### config.mk
export PLATFORM = sky130hd
export DESIGN_NAME = dual_band_scan_threshold_engine_flat
export DESIGN_NICKNAME = d
export VERILOG_FILES = /design/src/hw/rtl/dbst_pkg.sv /design/src/hw/rtl/dbst_if.sv /design/src/hw/rtl/dbst_cfg_regs.sv /design/src/hw/rtl/dbst_serial_md.sv /design/src/hw/rtl/dual_band_scan_threshold_engine.sv /design/src/flat_wrapper.sv
export SDC_FILE = /design/constraint.sdc
export NUM_CORES = 2
export LEC_CHECK = 0
export ABC_AREA = 1
export ABC_CLOCK_PERIOD_IN_PS = 6800
export BUFFER_PORTS_ARGS = -buffer_cell sky130_fd_sc_hd__buf_2
export CAP_MARGIN = 20
export CORE_MARGIN = 4
export CORE_UTILIZATION = 50
export DETAILED_ROUTE_END_ITERATION = 16
export GPL_TIMING_DRIVEN = 0
export PLACE_DENSITY = 0.77
export SYNTH_ARGS = -nofsm -noshare
export SYNTH_HDL_FRONTEND = slang
export SYNTH_SLANG_ARGS = --single-unit
### constraint.sdc
create_clock -name clk -period 6.8 [get_ports clk]
set_input_delay 0 -clock clk [delete_from_list [all_inputs] [get_ports clk]]
set_output_delay 0 -clock clk [all_outputs]
set_load 0.02 [all_outputs]
### src/hw/rtl/dbst_pkg.sv
`default_nettype none
// ----------------------------------------------------------------------------
// Dual-band scan threshold engine: shared package
// Field widths, register indexes, fixed constants and the structs that pass
// between the sequencer, the register bank and the serial arithmetic unit.
// ----------------------------------------------------------------------------
package dbst_pkg;

  // Field widths
  localparam int LVL_W  = 8;    // RSSI and threshold fields
  localparam int ENT_W  = 16;   // table entries and the result
  localparam int EXT_W  = 10;   // widened level arithmetic
  localparam int NT_W   = 11;   // stepped trigger, span and divisor arithmetic
  localparam int MAG_W  = 16;   // |entry - switch|
  localparam int SPAN_W = 8;    // |high - new trigger|
  localparam int DEN_W  = 8;    // |high - switch|
  localparam int PROD_W = 23;   // product magnitude, then quotient magnitude

  // Configuration port
  localparam int CFG_AW = 5;
  localparam int APB_DW = 32;

  // Fixed rule constants
  localparam int ADJ_GAP   = 10;
  localparam int ADJ_STEP  = 5;
  localparam int DELTA_LIM = 5;
  localparam int TRIG_STEP = 5;
  localparam int TRIG_OVF  = 10;

  typedef enum logic [2:0] {
    REG_SAME_ROUTER = 3'd0,
    REG_PEAK_24G    = 3'd1,
    REG_PARTNER_24G = 3'd2,
    REG_PEAK_5G     = 3'd3,
    REG_OWN_5G      = 3'd4,
    REG_PEAK_SCAN   = 3'd5,
    REG_LEAST_TGT   = 3'd6
  } reg_idx_t;

  typedef enum logic {
    ACT_QUERY  = 1'b0,
    ACT_UPDATE = 1'b1
  } action_t;

  typedef struct packed {
    logic                    same_router;
    logic signed [LVL_W-1:0] peak_24g;
    logic signed [LVL_W-1:0] partner_24g;
    logic signed [LVL_W-1:0] peak_5g;
    logic signed [LVL_W-1:0] own_5g;
    logic signed [LVL_W-1:0] peak_scan;
    logic signed [LVL_W-1:0] least_tgt;
  } cfg_t;

  typedef struct packed {
    logic              start;
    logic [MAG_W-1:0]  mcand;
    logic [SPAN_W-1:0] mplier;
    logic [DEN_W-1:0]  divisor;
  } md_req_t;

  typedef struct packed {
    logic              done;
    logic [PROD_W-1:0] quot;
  } md_rsp_t;

endpackage
`default_nettype wire

### src/hw/rtl/dbst_if.sv
`default_nettype none
// ----------------------------------------------------------------------------
// Dual-band scan threshold engine: channel interfaces
// Request channel (command in) and level channel (result out), valid/ready.
// ----------------------------------------------------------------------------
interface dbst_cmd_if import dbst_pkg::*; ();
  logic                    valid;
  logic                    ready;
  logic                    action;
  logic signed [LVL_W-1:0] switch_level;
  logic signed [LVL_W-1:0] trigger_level;
  logic signed [LVL_W-1:0] rssi_24g_now;
  logic signed [LVL_W-1:0] rssi_5g_now;

  modport source (output valid, action, switch_level, trigger_level, rssi_24g_now,
                  rssi_5g_now, input ready);
  modport sink   (input valid, action, switch_level, trigger_level, rssi_24g_now,
                  rssi_5g_now, output ready);
endinterface

interface dbst_lvl_if import dbst_pkg::*; ();
  logic                    valid;
  logic                    ready;
  logic signed [ENT_W-1:0] scan_level;

  modport source (output valid, scan_level, input ready);
  modport sink   (input valid, scan_level, output ready);
endinterface
`default_nettype wire

### src/hw/rtl/dbst_cfg_regs.sv
`default_nettype none
// ----------------------------------------------------------------------------
// Dual-band scan threshold engine: configuration register bank
// APB-style write/read access to the router flag and the learned RSSI levels.
// ----------------------------------------------------------------------------
module dbst_cfg_regs import dbst_pkg::*; #(
  parameter int INVALID_LEVEL = -127
) (
  input  logic              clk,
  input  logic              rst,
  input  logic              psel,
  input  logic              penable,
  input  logic              pwrite,
  input  logic [CFG_AW-1:0] paddr,
  input  logic [APB_DW-1:0] pwdata,
  output logic [APB_DW-1:0] prdata,
  output logic              pready,
  output cfg_t              cfg
);

  localparam logic [LVL_W-1:0] INV_L = LVL_W'(INVALID_LEVEL);

  logic     wr_en;
  reg_idx_t sel;

  assign pready = 1'b1;
  assign wr_en  = psel && penable && pwrite;
  assign sel    = reg_idx_t'(paddr[4:2]);

  // Write the addressed register at the access cycle
  always_ff @(posedge clk) begin
    if (rst) begin
      cfg.same_router <= 1'b0;
      cfg.peak_24g    <= INV_L;
      cfg.partner_24g <= INV_L;
      cfg.peak_5g     <= INV_L;
      cfg.own_5g      <= INV_L;
      cfg.peak_scan   <= INV_L;
      cfg.least_tgt   <= INV_L;
    end else if (wr_en) begin
      case (sel)
        REG_SAME_ROUTER: cfg.same_router <= pwdata[0];
        REG_PEAK_24G:    cfg.peak_24g    <= pwdata[LVL_W-1:0];
        REG_PARTNER_24G: cfg.partner_24g <= pwdata[LVL_W-1:0];
        REG_PEAK_5G:     cfg.peak_5g     <= pwdata[LVL_W-1:0];
        REG_OWN_5G:      cfg.own_5g      <= pwdata[LVL_W-1:0];
        REG_PEAK_SCAN:   cfg.peak_scan   <= pwdata[LVL_W-1:0];
        REG_LEAST_TGT:   cfg.least_tgt   <= pwdata[LVL_W-1:0];
        default: ;
      endcase
    end
  end

  // Read back
  always_comb begin
    prdata = '0;
    case (sel)
      REG_SAME_ROUTER: prdata[0]         = cfg.same_router;
      REG_PEAK_24G:    prdata[LVL_W-1:0] = cfg.peak_24g;
      REG_PARTNER_24G: prdata[LVL_W-1:0] = cfg.partner_24g;
      REG_PEAK_5G:     prdata[LVL_W-1:0] = cfg.peak_5g;
      REG_OWN_5G:      prdata[LVL_W-1:0] = cfg.own_5g;
      REG_PEAK_SCAN:   prdata[LVL_W-1:0] = cfg.peak_scan;
      REG_LEAST_TGT:   prdata[LVL_W-1:0] = cfg.least_tgt;
      default:         prdata = '0;
    endcase
  end

endmodule
`default_nettype wire

### src/hw/rtl/dbst_serial_md.sv
`default_nettype none
// ----------------------------------------------------------------------------
// Dual-band scan threshold engine: serial multiply-divide unit
// Unsigned shift-add multiply, one multiplier bit per cycle, followed by a
// restoring divide, one quotient bit per cycle, in the same shift register.
// ----------------------------------------------------------------------------
module dbst_serial_md import dbst_pkg::*; (
  input  logic    clk,
  input  logic    rst,
  input  md_req_t req,
  output md_rsp_t rsp
);

  typedef enum logic [2:0] {
    MD_IDLE = 3'b001,
    MD_MUL  = 3'b010,
    MD_DIV  = 3'b100
  } md_state_t;

  localparam int CNT_W = $clog2(PROD_W + 1);

  md_state_t         state;
  logic              done;
  logic [CNT_W-1:0]  cnt;
  logic [PROD_W-1:0] mcand_sh;
  logic [SPAN_W-1:0] mplier_sh;
  logic [PROD_W-1:0] acc;
  logic [DEN_W-1:0]  divisor;
  logic [DEN_W-1:0]  rem;
  logic [DEN_W:0]    rem_sh;
  logic              sub_ok;

  // Next partial remainder: bring down the top bit of the dividend
  assign rem_sh = {rem, acc[PROD_W-1]};
  assign sub_ok = rem_sh >= {1'b0, divisor};

  // Sequence the multiply steps, then the divide steps
  always_ff @(posedge clk) begin
    if (rst) begin
      state <= MD_IDLE;
      done  <= 1'b0;
    end else begin
      done <= 1'b0;
      case (state)
        MD_IDLE: if (req.start) state <= MD_MUL;
        MD_MUL:  if (cnt == '0) state <= MD_DIV;
        MD_DIV: begin
          if (cnt == '0) begin
            state <= MD_IDLE;
            done  <= 1'b1;
          end
        end
        default: state <= MD_IDLE;
      endcase
    end
  end

  // Shift-add and shift-subtract datapath
  always_ff @(posedge clk) begin
    case (state)
      MD_IDLE: begin
        mcand_sh  <= PROD_W'(req.mcand);
        mplier_sh <= req.mplier;
        divisor   <= req.divisor;
        acc       <= '0;
        rem       <= '0;
        cnt       <= CNT_W'(SPAN_W - 1);
      end
      MD_MUL: begin
        if (mplier_sh[0]) acc <= acc + mcand_sh;
        mcand_sh  <= {mcand_sh[PROD_W-2:0], 1'b0};
        mplier_sh <= {1'b0, mplier_sh[SPAN_W-1:1]};
        cnt       <= (cnt == '0) ? CNT_W'(PROD_W - 1) : cnt - 1'b1;
      end
      MD_DIV: begin
        if (sub_ok) begin
          rem <= DEN_W'(rem_sh - {1'b0, divisor});
          acc <= {acc[PROD_W-2:0], 1'b1};
        end else begin
          rem <= rem_sh[DEN_W-1:0];
          acc <= {acc[PROD_W-2:0], 1'b0};
        end
        cnt <= cnt - 1'b1;
      end
      default: ;
    endcase
  end

  assign rsp.done = done;
  assign rsp.quot = acc;

endmodule
`default_nettype wire

### src/hw/rtl/dual_band_scan_threshold_engine.sv
`default_nettype none
// ----------------------------------------------------------------------------
// Dual-band scan threshold engine
// Picks the trigger scan level for a switch level and rescales the per-level
// threshold table on update requests.
// ----------------------------------------------------------------------------
// Usage:
//  cmd   : request channel (valid/ready). action 0 queries the scan level for
//          switch_level, action 1 steps the trigger level and rescales the
//          table, then answers the table entry for switch_level.
//  level : one scan_level per request, held in an output register.
//  APB   : router flag and learned RSSI levels. The user must see that they
//          are written only while idle; the block itself has no check for it.
// Rescale: an update that rescales the table runs each of its 61 entries
//  through the serial unit with 8 multiply steps and 23 divide steps.
//  One request is in flight at a time; cmd.ready is high whenever the
//  sequencer is idle, even while a finished level still waits in the
//  output register.
// Reset: the table reads as the identity levels until the first rescale;
//  no clearing pass is needed. Registers take their reset values.
// Stall: a held output keeps the next result in the sequencer until taken.
// ----------------------------------------------------------------------------
module dual_band_scan_threshold_engine import dbst_pkg::*; #(
  parameter int RANGE_LOW_DBM  = -105,
  parameter int RANGE_HIGH_DBM = -45,
  parameter int INVALID_LEVEL  = -127
) (
  input  logic              clk,
  input  logic              rst,
  dbst_cmd_if.sink          cmd,
  dbst_lvl_if.source        level,
  input  logic              psel,
  input  logic              penable,
  input  logic              pwrite,
  input  logic [CFG_AW-1:0] paddr,
  input  logic [APB_DW-1:0] pwdata,
  output logic [APB_DW-1:0] prdata,
  output logic              pready
);

  localparam int SPAN_RAW  = RANGE_HIGH_DBM - RANGE_LOW_DBM + 1;
  localparam int DEPTH     = (SPAN_RAW > 0) ? SPAN_RAW : 0;
  localparam int MEM_D     = (DEPTH > 0) ? DEPTH : 1;
  localparam int IDX_W     = (MEM_D > 1) ? $clog2(MEM_D) : 1;
  localparam int CNT_W     = $clog2(MEM_D + 1);
  localparam bit HAS_TABLE = DEPTH > 0;

  localparam logic signed [EXT_W-1:0] LOW_L  = EXT_W'(RANGE_LOW_DBM);
  localparam logic signed [EXT_W-1:0] HIGH_L = EXT_W'(RANGE_HIGH_DBM);
  localparam logic signed [EXT_W-1:0] INV_L  = EXT_W'(INVALID_LEVEL);

  typedef enum logic [7:0] {
    S_IDLE = 8'b0000_0001,
    S_DEC  = 8'b0000_0010,
    S_RD   = 8'b0000_0100,
    S_LD   = 8'b0000_1000,
    S_MD   = 8'b0001_0000,
    S_TR   = 8'b0010_0000,
    S_TW   = 8'b0100_0000,
    S_DONE = 8'b1000_0000
  } seq_state_t;

  cfg_t       cfg;
  md_req_t    md_req;
  md_rsp_t    md_rsp;
  seq_state_t state;
  logic       loaded;
  logic       out_valid;
  logic       out_load;

  // Held request
  logic                    act;
  logic signed [LVL_W-1:0] sw;
  logic signed [LVL_W-1:0] trig;
  logic signed [LVL_W-1:0] r24;
  logic signed [LVL_W-1:0] r5;

  logic [CNT_W-1:0]        cnt;
  logic signed [ENT_W-1:0] result;
  logic signed [ENT_W-1:0] out_data;
  logic                    q_neg;

  // Table memory
  logic signed [ENT_W-1:0] mem [MEM_D];
  logic signed [ENT_W-1:0] rd_data;
  logic [IDX_W-1:0]        rd_idx;
  logic                    mem_we;
  logic signed [ENT_W-1:0] mem_wdata;

  dbst_cfg_regs #(
    .INVALID_LEVEL (INVALID_LEVEL)
  ) u_cfg (
    .clk     (clk),
    .rst     (rst),
    .psel    (psel),
    .penable (penable),
    .pwrite  (pwrite),
    .paddr   (paddr),
    .pwdata  (pwdata),
    .prdata  (prdata),
    .pready  (pready),
    .cfg     (cfg)
  );

  dbst_serial_md u_md (
    .clk (clk),
    .rst (rst),
    .req (md_req),
    .rsp (md_rsp)
  );

  // Widened levels
  logic signed [EXT_W-1:0] sw_x, trig_x, r24_x, r5_x;
  logic signed [EXT_W-1:0] p24_x, pp24_x, p5_x, o5_x, pscan_x, least_x;

  assign sw_x    = {{(EXT_W-LVL_W){sw[LVL_W-1]}}, sw};
  assign trig_x  = {{(EXT_W-LVL_W){trig[LVL_W-1]}}, trig};
  assign r24_x   = {{(EXT_W-LVL_W){r24[LVL_W-1]}}, r24};
  assign r5_x    = {{(EXT_W-LVL_W){r5[LVL_W-1]}}, r5};
  assign p24_x   = {{(EXT_W-LVL_W){cfg.peak_24g[LVL_W-1]}}, cfg.peak_24g};
  assign pp24_x  = {{(EXT_W-LVL_W){cfg.partner_24g[LVL_W-1]}}, cfg.partner_24g};
  assign p5_x    = {{(EXT_W-LVL_W){cfg.peak_5g[LVL_W-1]}}, cfg.peak_5g};
  assign o5_x    = {{(EXT_W-LVL_W){cfg.own_5g[LVL_W-1]}}, cfg.own_5g};
  assign pscan_x = {{(EXT_W-LVL_W){cfg.peak_scan[LVL_W-1]}}, cfg.peak_scan};
  assign least_x = {{(EXT_W-LVL_W){cfg.least_tgt[LVL_W-1]}}, cfg.least_tgt};

  // Adjacency of the two access points
  logic signed [EXT_W-1:0] gap24, gap5;
  logic ok24, ok5, v5, adj;

  assign gap24 = p24_x - pp24_x;
  assign gap5  = p5_x - o5_x;
  assign ok24  = (gap24 >= -ADJ_GAP) && (gap24 <= ADJ_GAP);
  assign ok5   = (gap5 >= -ADJ_GAP) && (gap5 <= ADJ_GAP);
  assign v5    = (p5_x != INV_L) && (o5_x != INV_L);
  assign adj   = ok24 && (!v5 || ok5);

  // Query level without the table
  logic signed [EXT_W-1:0] dlt, dlt_cl, cand, qmin, qlvl;
  logic                    scan_ok;

  assign dlt     = sw_x - least_x;
  assign scan_ok = (pscan_x != INV_L) && (least_x != INV_L);

  always_comb begin
    if (dlt < -DELTA_LIM)     dlt_cl = -EXT_W'(DELTA_LIM);
    else if (dlt > DELTA_LIM) dlt_cl = EXT_W'(DELTA_LIM);
    else                      dlt_cl = dlt;
    cand = pscan_x - dlt_cl;
    qmin = (p24_x < cand) ? p24_x : cand;
    if (adj)          qlvl = sw_x - EXT_W'(ADJ_STEP);
    else if (scan_ok) qlvl = qmin;
    else              qlvl = p24_x;
  end

  // Stepped trigger level, rescale span and divisor
  logic signed [NT_W-1:0] sw_w, trig_w, high_w, nt_up, nt, span, den;
  logic [SPAN_W-1:0]      span_mag;
  logic [DEN_W-1:0]       den_mag;

  assign sw_w   = {{(NT_W-LVL_W){sw[LVL_W-1]}}, sw};
  assign trig_w = {{(NT_W-LVL_W){trig[LVL_W-1]}}, trig};
  assign high_w = {HIGH_L[EXT_W-1], HIGH_L};
  assign nt_up  = trig_w + NT_W'(TRIG_STEP);

  always_comb begin
    if (r5_x < sw_x)
      nt = (nt_up > high_w) ? high_w : nt_up;
    else if ((r5_x > sw_x + EXT_W'(TRIG_OVF)) && (r24_x < trig_x + EXT_W'(TRIG_OVF)))
      nt = trig_w - NT_W'(TRIG_STEP);
    else
      nt = trig_w;
  end

  assign span     = high_w - nt;
  assign den      = high_w - sw_w;
  assign span_mag = span[NT_W-1] ? SPAN_W'(-span) : SPAN_W'(span);
  assign den_mag  = den[NT_W-1] ? DEN_W'(-den) : DEN_W'(den);

  // Table addressing
  logic             in_range;
  logic [IDX_W-1:0] tbl_idx;
  logic [IDX_W-1:0] ent_idx;

  assign in_range = (sw_x >= LOW_L) && (sw_x <= HIGH_L);
  assign tbl_idx  = IDX_W'(sw_x - LOW_L);
  assign ent_idx  = cnt[IDX_W-1:0];
  assign rd_idx   = (state == S_TR) ? tbl_idx : ent_idx;

  // Entry under rescale: identity level until the first full sweep
  logic signed [ENT_W-1:0] ent_init, entry;
  logic signed [ENT_W:0]   diff;
  logic [MAG_W-1:0]        diff_mag;

  assign ent_init = {{(ENT_W-EXT_W){LOW_L[EXT_W-1]}}, LOW_L} + ENT_W'(cnt);
  assign entry    = loaded ? rd_data : ent_init;
  assign diff     = {entry[ENT_W-1], entry} - {{(ENT_W+1-LVL_W){sw[LVL_W-1]}}, sw};
  assign diff_mag = diff[ENT_W] ? MAG_W'(-diff) : MAG_W'(diff);

  assign md_req.start   = (state == S_LD);
  assign md_req.mcand   = diff_mag;
  assign md_req.mplier  = span_mag;
  assign md_req.divisor = den_mag;

  // Signed quotient plus new trigger, saturated to the entry width
  localparam int SUM_W = PROD_W + 2;
  logic signed [SUM_W-1:0] q_s, v_s;

  assign q_s = q_neg ? -{2'b00, md_rsp.quot} : {2'b00, md_rsp.quot};
  assign v_s = q_s + {{(SUM_W-NT_W){nt[NT_W-1]}}, nt};

  always_comb begin
    if (v_s > SUM_W'(32767))       mem_wdata = 16'sh7FFF;
    else if (v_s < -SUM_W'(32768)) mem_wdata = 16'sh8000;
    else                           mem_wdata = v_s[ENT_W-1:0];
  end

  assign mem_we = (state == S_MD) && md_rsp.done;

  // Table storage with registered read
  always_ff @(posedge clk) begin
    if (mem_we) mem[ent_idx] <= mem_wdata;
    rd_data <= mem[rd_idx];
  end

  assign out_load  = (state == S_DONE) && (!out_valid || level.ready);
  assign cmd.ready = (state == S_IDLE);

  // Sequencer
  always_ff @(posedge clk) begin
    if (rst) begin
      state     <= S_IDLE;
      loaded    <= 1'b0;
      out_valid <= 1'b0;
    end else begin
      if (out_load)                       out_valid <= 1'b1;
      else if (out_valid && level.ready)  out_valid <= 1'b0;
      case (state)
        S_IDLE: if (cmd.valid) state <= S_DEC;
        S_DEC: begin
          if (act == ACT_UPDATE) begin
            if ((r24_x < LOW_L) || (sw_x == HIGH_L))  state <= S_DONE;
            else if (cfg.same_router && HAS_TABLE)    state <= S_RD;
            else                                      state <= S_DONE;
          end else begin
            state <= (cfg.same_router && adj) ? S_TR : S_DONE;
          end
        end
        S_RD: state <= S_LD;
        S_LD: state <= S_MD;
        S_MD: begin
          if (md_rsp.done) begin
            if (cnt == CNT_W'(MEM_D - 1)) begin
              loaded <= 1'b1;
              state  <= S_TR;
            end else begin
              state <= S_RD;
            end
          end
        end
        S_TR:   state <= in_range ? S_TW : S_DONE;
        S_TW:   state <= S_DONE;
        S_DONE: if (out_load) state <= S_IDLE;
        default: state <= S_IDLE;
      endcase
    end
  end

  // Request capture, sweep counter and result
  always_ff @(posedge clk) begin
    case (state)
      S_IDLE: begin
        act  <= cmd.action;
        sw   <= cmd.switch_level;
        trig <= cmd.trigger_level;
        r24  <= cmd.rssi_24g_now;
        r5   <= cmd.rssi_5g_now;
      end
      S_DEC: begin
        cnt <= '0;
        if (act == ACT_UPDATE) begin
          if ((r24_x < LOW_L) || (sw_x == HIGH_L))
            result <= {{(ENT_W-LVL_W){trig[LVL_W-1]}}, trig};
          else
            result <= '0;
        end else begin
          result <= {{(ENT_W-EXT_W){qlvl[EXT_W-1]}}, qlvl};
        end
      end
      S_LD: q_neg <= diff[ENT_W] ^ span[NT_W-1] ^ den[NT_W-1];
      S_MD: if (md_rsp.done) cnt <= cnt + 1'b1;
      S_TR: result <= '0;
      S_TW: result <= loaded ? rd_data : {{(ENT_W-LVL_W){sw[LVL_W-1]}}, sw};
      default: ;
    endcase
    if (out_load) out_data <= result;
  end

  assign level.valid      = out_valid;
  assign level.scan_level = out_data;

endmodule
`default_nettype wire

### src/flat_wrapper.sv
// flat-port wrapper written by rule: the top's interface ports become plain ports
module dual_band_scan_threshold_engine_flat import dbst_pkg::*;
#(
  parameter int RANGE_LOW_DBM  = -105,
  parameter int RANGE_HIGH_DBM = -45,
  parameter int INVALID_LEVEL  = -127
)
  (clk, rst, psel, penable, pwrite, paddr, pwdata, prdata, pready, cmd_valid, cmd_action, cmd_switch_level, cmd_trigger_level, cmd_rssi_24g_now, cmd_rssi_5g_now, cmd_ready, level_valid, level_scan_level, level_ready);
  dbst_cmd_if cmd_i ();
  dbst_lvl_if level_i ();
  input  logic clk;
  input  logic rst;
  input  logic psel;
  input  logic penable;
  input  logic pwrite;
  input  logic [CFG_AW-1:0] paddr;
  input  logic [APB_DW-1:0] pwdata;
  output logic [APB_DW-1:0] prdata;
  output logic pready;
  input wire logic [$bits(cmd_i.valid)-1:0] cmd_valid;
  input wire logic [$bits(cmd_i.action)-1:0] cmd_action;
  input wire logic [$bits(cmd_i.switch_level)-1:0] cmd_switch_level;
  input wire logic [$bits(cmd_i.trigger_level)-1:0] cmd_trigger_level;
  input wire logic [$bits(cmd_i.rssi_24g_now)-1:0] cmd_rssi_24g_now;
  input wire logic [$bits(cmd_i.rssi_5g_now)-1:0] cmd_rssi_5g_now;
  output wire logic [$bits(cmd_i.ready)-1:0] cmd_ready;
  output wire logic [$bits(level_i.valid)-1:0] level_valid;
  output wire logic [$bits(level_i.scan_level)-1:0] level_scan_level;
  input wire logic [$bits(level_i.ready)-1:0] level_ready;
  assign cmd_i.valid = cmd_valid;
  assign cmd_i.action = cmd_action;
  assign cmd_i.switch_level = cmd_switch_level;
  assign cmd_i.trigger_level = cmd_trigger_level;
  assign cmd_i.rssi_24g_now = cmd_rssi_24g_now;
  assign cmd_i.rssi_5g_now = cmd_rssi_5g_now;
  assign cmd_ready = cmd_i.ready;
  assign level_valid = level_i.valid;
  assign level_scan_level = level_i.scan_level;
  assign level_i.ready = level_ready;
  dual_band_scan_threshold_engine #(.RANGE_LOW_DBM(RANGE_LOW_DBM), .RANGE_HIGH_DBM(RANGE_HIGH_DBM), .INVALID_LEVEL(INVALID_LEVEL)) u_core (.clk(clk), .rst(rst), .cmd(cmd_i), .level(level_i), .psel(psel), .penable(penable), .pwrite(pwrite), .paddr(paddr), .pwdata(pwdata), .prdata(prdata), .pready(pready));
endmodule
==> flow_summary.json <==
{
  "routabilityCongestion": 1.02,
  "layoutNonFillerInstCount": 7157,
  "clk_latency_ns": 0.78,
  "clkTransAtPathRegs_ns": 0.06,
  "slew_viol_final": 0,
  "regToRegSetupSlack_ns": 0.33,
  "cp_common_cell": "nand2_1",
  "fin_skew_ns": 0.0931,
  "vias_per_cell": 6.24,
  "cts_inserted_buffers": 117,
  "cts_tree": "done",
  "port_buffers": 76,
  "multi_input_comb_area_um2": 18900,
  "ys_ff_latch": 1202,
  "place_hpwl_mm": 125,
  "power.density_nw_per_um2": 415,
  "post-route-min-period_ns": 6.47,
  "worstMarginPinSlew_ns": 1.24,
  "layout_common_cells": "edfxtp_1 (1123), nor2_1 (727), nand2_1 (593)",
  "fin_area_um2": 65300,
  "clockRootBuffer": "clkbuf_16",
  "initial_core_util_pct": 50.5,
  "critical-path-max-stage-delay_ns": 0.62,
  "syn-cell-area_um2": 56200,
  "drt-total-wl_mm": 183,
  "worstSetupStartpointType": "register",
  "first_pass_iters": 8,
  "layout-drive-gt1-share_pct": 10.9,
  "die_h_um": 343,
  "fmax_mhz": 155,
  "synthFlopType": "edfxtp_1",
  "crit_fanout": 23,
  "grt_max_degree": 62,
  "cts_buffer_depth": 3,
  "cap_viol_max_count": 0,
  "rows": 122,
  "wl_per_cell_um": 25.6,
  "hp-class": "input pin to register",
  "syn_avg_cell_area_um2": 10.9,
  "fill_cells": 8753,
  "required_ns": 7.23,
  "cts_max_level": 3,
  "worstSetupPathType": "register to register",
  "async_flop_share_pct": 0,
  "seq_area_um2": 35300,
  "grt_pass1_vias": 42400,
  "antenna_left": 0,
  "leakagePower_uw": 0.0235,
  "holdWs_ns": 0.0255,
  "ir_worst_vdd_mv": 0.645,
  "end_kind": "register",
  "num_io_pins": 128,
  "grt.overflow.total": 0,
  "slowest_stage": "edfxtp_1",
  "post_synth_num_cell_types": 63,
  "num_vias": 44700,
  "grt_usage_pct": 29.7,
  "cts.sinks": 1202,
  "dieArea_um2": 118000,
  "areaGrowthSynthToFinish_pct": 16.2,
  "dp_cells": 6838,
  "worst_ep_arrival_time_ns": 6.89,
  "antenna_found_initial": 6,
  "hold_viol_final": 0,
  "slew_headroom_pct": 16.8,
  "drc": 0,
  "final_nets": 5813,
  "outcome": "completed",
  "dr.first_iter.drc_count": 6434,
  "final_common_cell": "edfxtp_1",
  "post-route-util_pct": 58.7,
  "finalCritPeriodShare_pct": 95.1,
  "design.core.area_um2": 111000,
  "grt_pass1_wl_mm": 262,
  "setup_viol": 0,
  "chipWidth_um": 343,
  "totalNegativeSetupSlack_ns": 0,
  "yosys_warnings": 0,
  "placed_cell_area_um2": 60200,
  "synthCells": 5171,
  "synth_edf_count": 1123,
  "seq_area_frac_synth_pct": 62.9
}
## where the power goes
group | internal (µW) | switching, µW
Clock | 3610 | 2890
Sequential | 11100 | 204
Combinational | 2380 | 6960
## layout make-up
type                            instances  area share [%]
Antenna cell                            4          0.0153
Buffer                                277            2.11
Clock buffer                          143            4.65
Clock inverter                         72            1.18
Inverter                              323            1.87
Multi-Input combinational cell       3396            28.9
Sequential cell                      1202            54.1
Tap cell                             1488            2.85
Timing Repair Buffer                  251            4.32
Timing Repair inverter                  1         0.00575
## registers in the layout, indices dropped and copies added (netlist names)
register                 flops
u_core.u_md.state            3
u_core.u_md.acc             23
u_core.u_md.done             1
u_core.mem                 976
u_core.sw                    8
u_core.u_md.rem              8
u_core.trig                  8
u_core.cnt                   6
u_core.r24                   8
u_core.u_md.mplier_sh        8
u_core.u_md.cnt              5
u_core.level.scan_level     16
u_core.q_neg                 1
u_core.level.valid           1
u_core.r5                    8
u_core.u_cfg.cfg            49
u_core.u_md.mcand_sh        23
u_core.state                 8
u_core.loaded                1
u_core.rd_data              16
u_core.u_md.divisor          8
u_core.result               16
u_core.act                   1
## through the flow
step           worst slack, ns  total power (µW)
2_1_floorplan            0.880             16000
3_3_place_gp             -1.94             19000
3_5_place_dp            -0.603             19400
4_1_cts                 0.0202             25900
5_1_grt                -0.0721             28000
6_report                 0.335             27100
## routing by layer
metal,vias up,wire length (µm),GRT usage (%)
met2,3235,81400,46.7
met4,4,12100,15.6
li1,19500,-,-
met3,713,23600,7.33
met5,-,26,0
met1,21300,66000,38.3
## worst max-delay path, delay by kind of cell, from the launching register on
kind            cells  cell delay [ns]
flops               1             0.62
buf+inv             7             1.24
fa+ha+maj           2             0.79
simple gates       16             2.01
compound gates      6             1.40
xor+xnor            1             0.08
## synthesized netlist by cell type (all sizes together), types with 130 or more instances
library cell  count  share of area [%]
buf             143                1.5
a21oi           175                1.6
ha              159                3.5
edfxtp         1123                 60
o21ai           676                6.1
nand3           218                2.0
clkbuf          135               0.90
o22ai           148                1.7
o211ai          130                1.7
inv             316                2.1
nand2           622                4.2
nor2            790                5.3
## path summary, 6_finish.rpt
check | start | to | cells after the start
min | cmd_switch_level[2] | u_core.sw[2]$_DFFE_PP_ | 2
max | u_core.trig[1]$_DFFE_PP_ | u_core.mem[8][7]$_DFFE_PP_ | 32
max reg2reg | u_core.trig[1]$_DFFE_PP_ | u_core.mem[8][7]$_DFFE_PP_ | 32
min reg2reg | u_core.result[7]$_DFFE_PP_ | u_core.level.scan_level[7]$_DFFE_PP_ | 0
## logic make-up (layout without fill, tap and decap cells)
| kind of cell | after synthesis | in the layout | share of synthesized area [%] |
|---|---|---|---|
| fa+ha+maj | 167 | 167 | 3.83 |
| flops | 1202 | 1202 | 62.9 |
| buf+inv | 601 | 1067 | 4.58 |
| other cells | 2 | 29 | 0.0134 |
| xor+xnor | 133 | 133 | 2.07 |
| simple gates | 1748 | 1753 | 12.7 |
| compound gates | 1318 | 1318 | 13.9 |
## repair_timing
action / in CTS / in global routing
endpoints found under the setup margin: 875 / 972
gates cloned: 1 / 6
gates resized for setup: 17 / 41
setup buffers: 3 / 16
pin swaps: 2 / 6
hold endpoints to repair: 92 / 0
hold buffers: 75 / 0
Power figures use the tool's default switching activity.
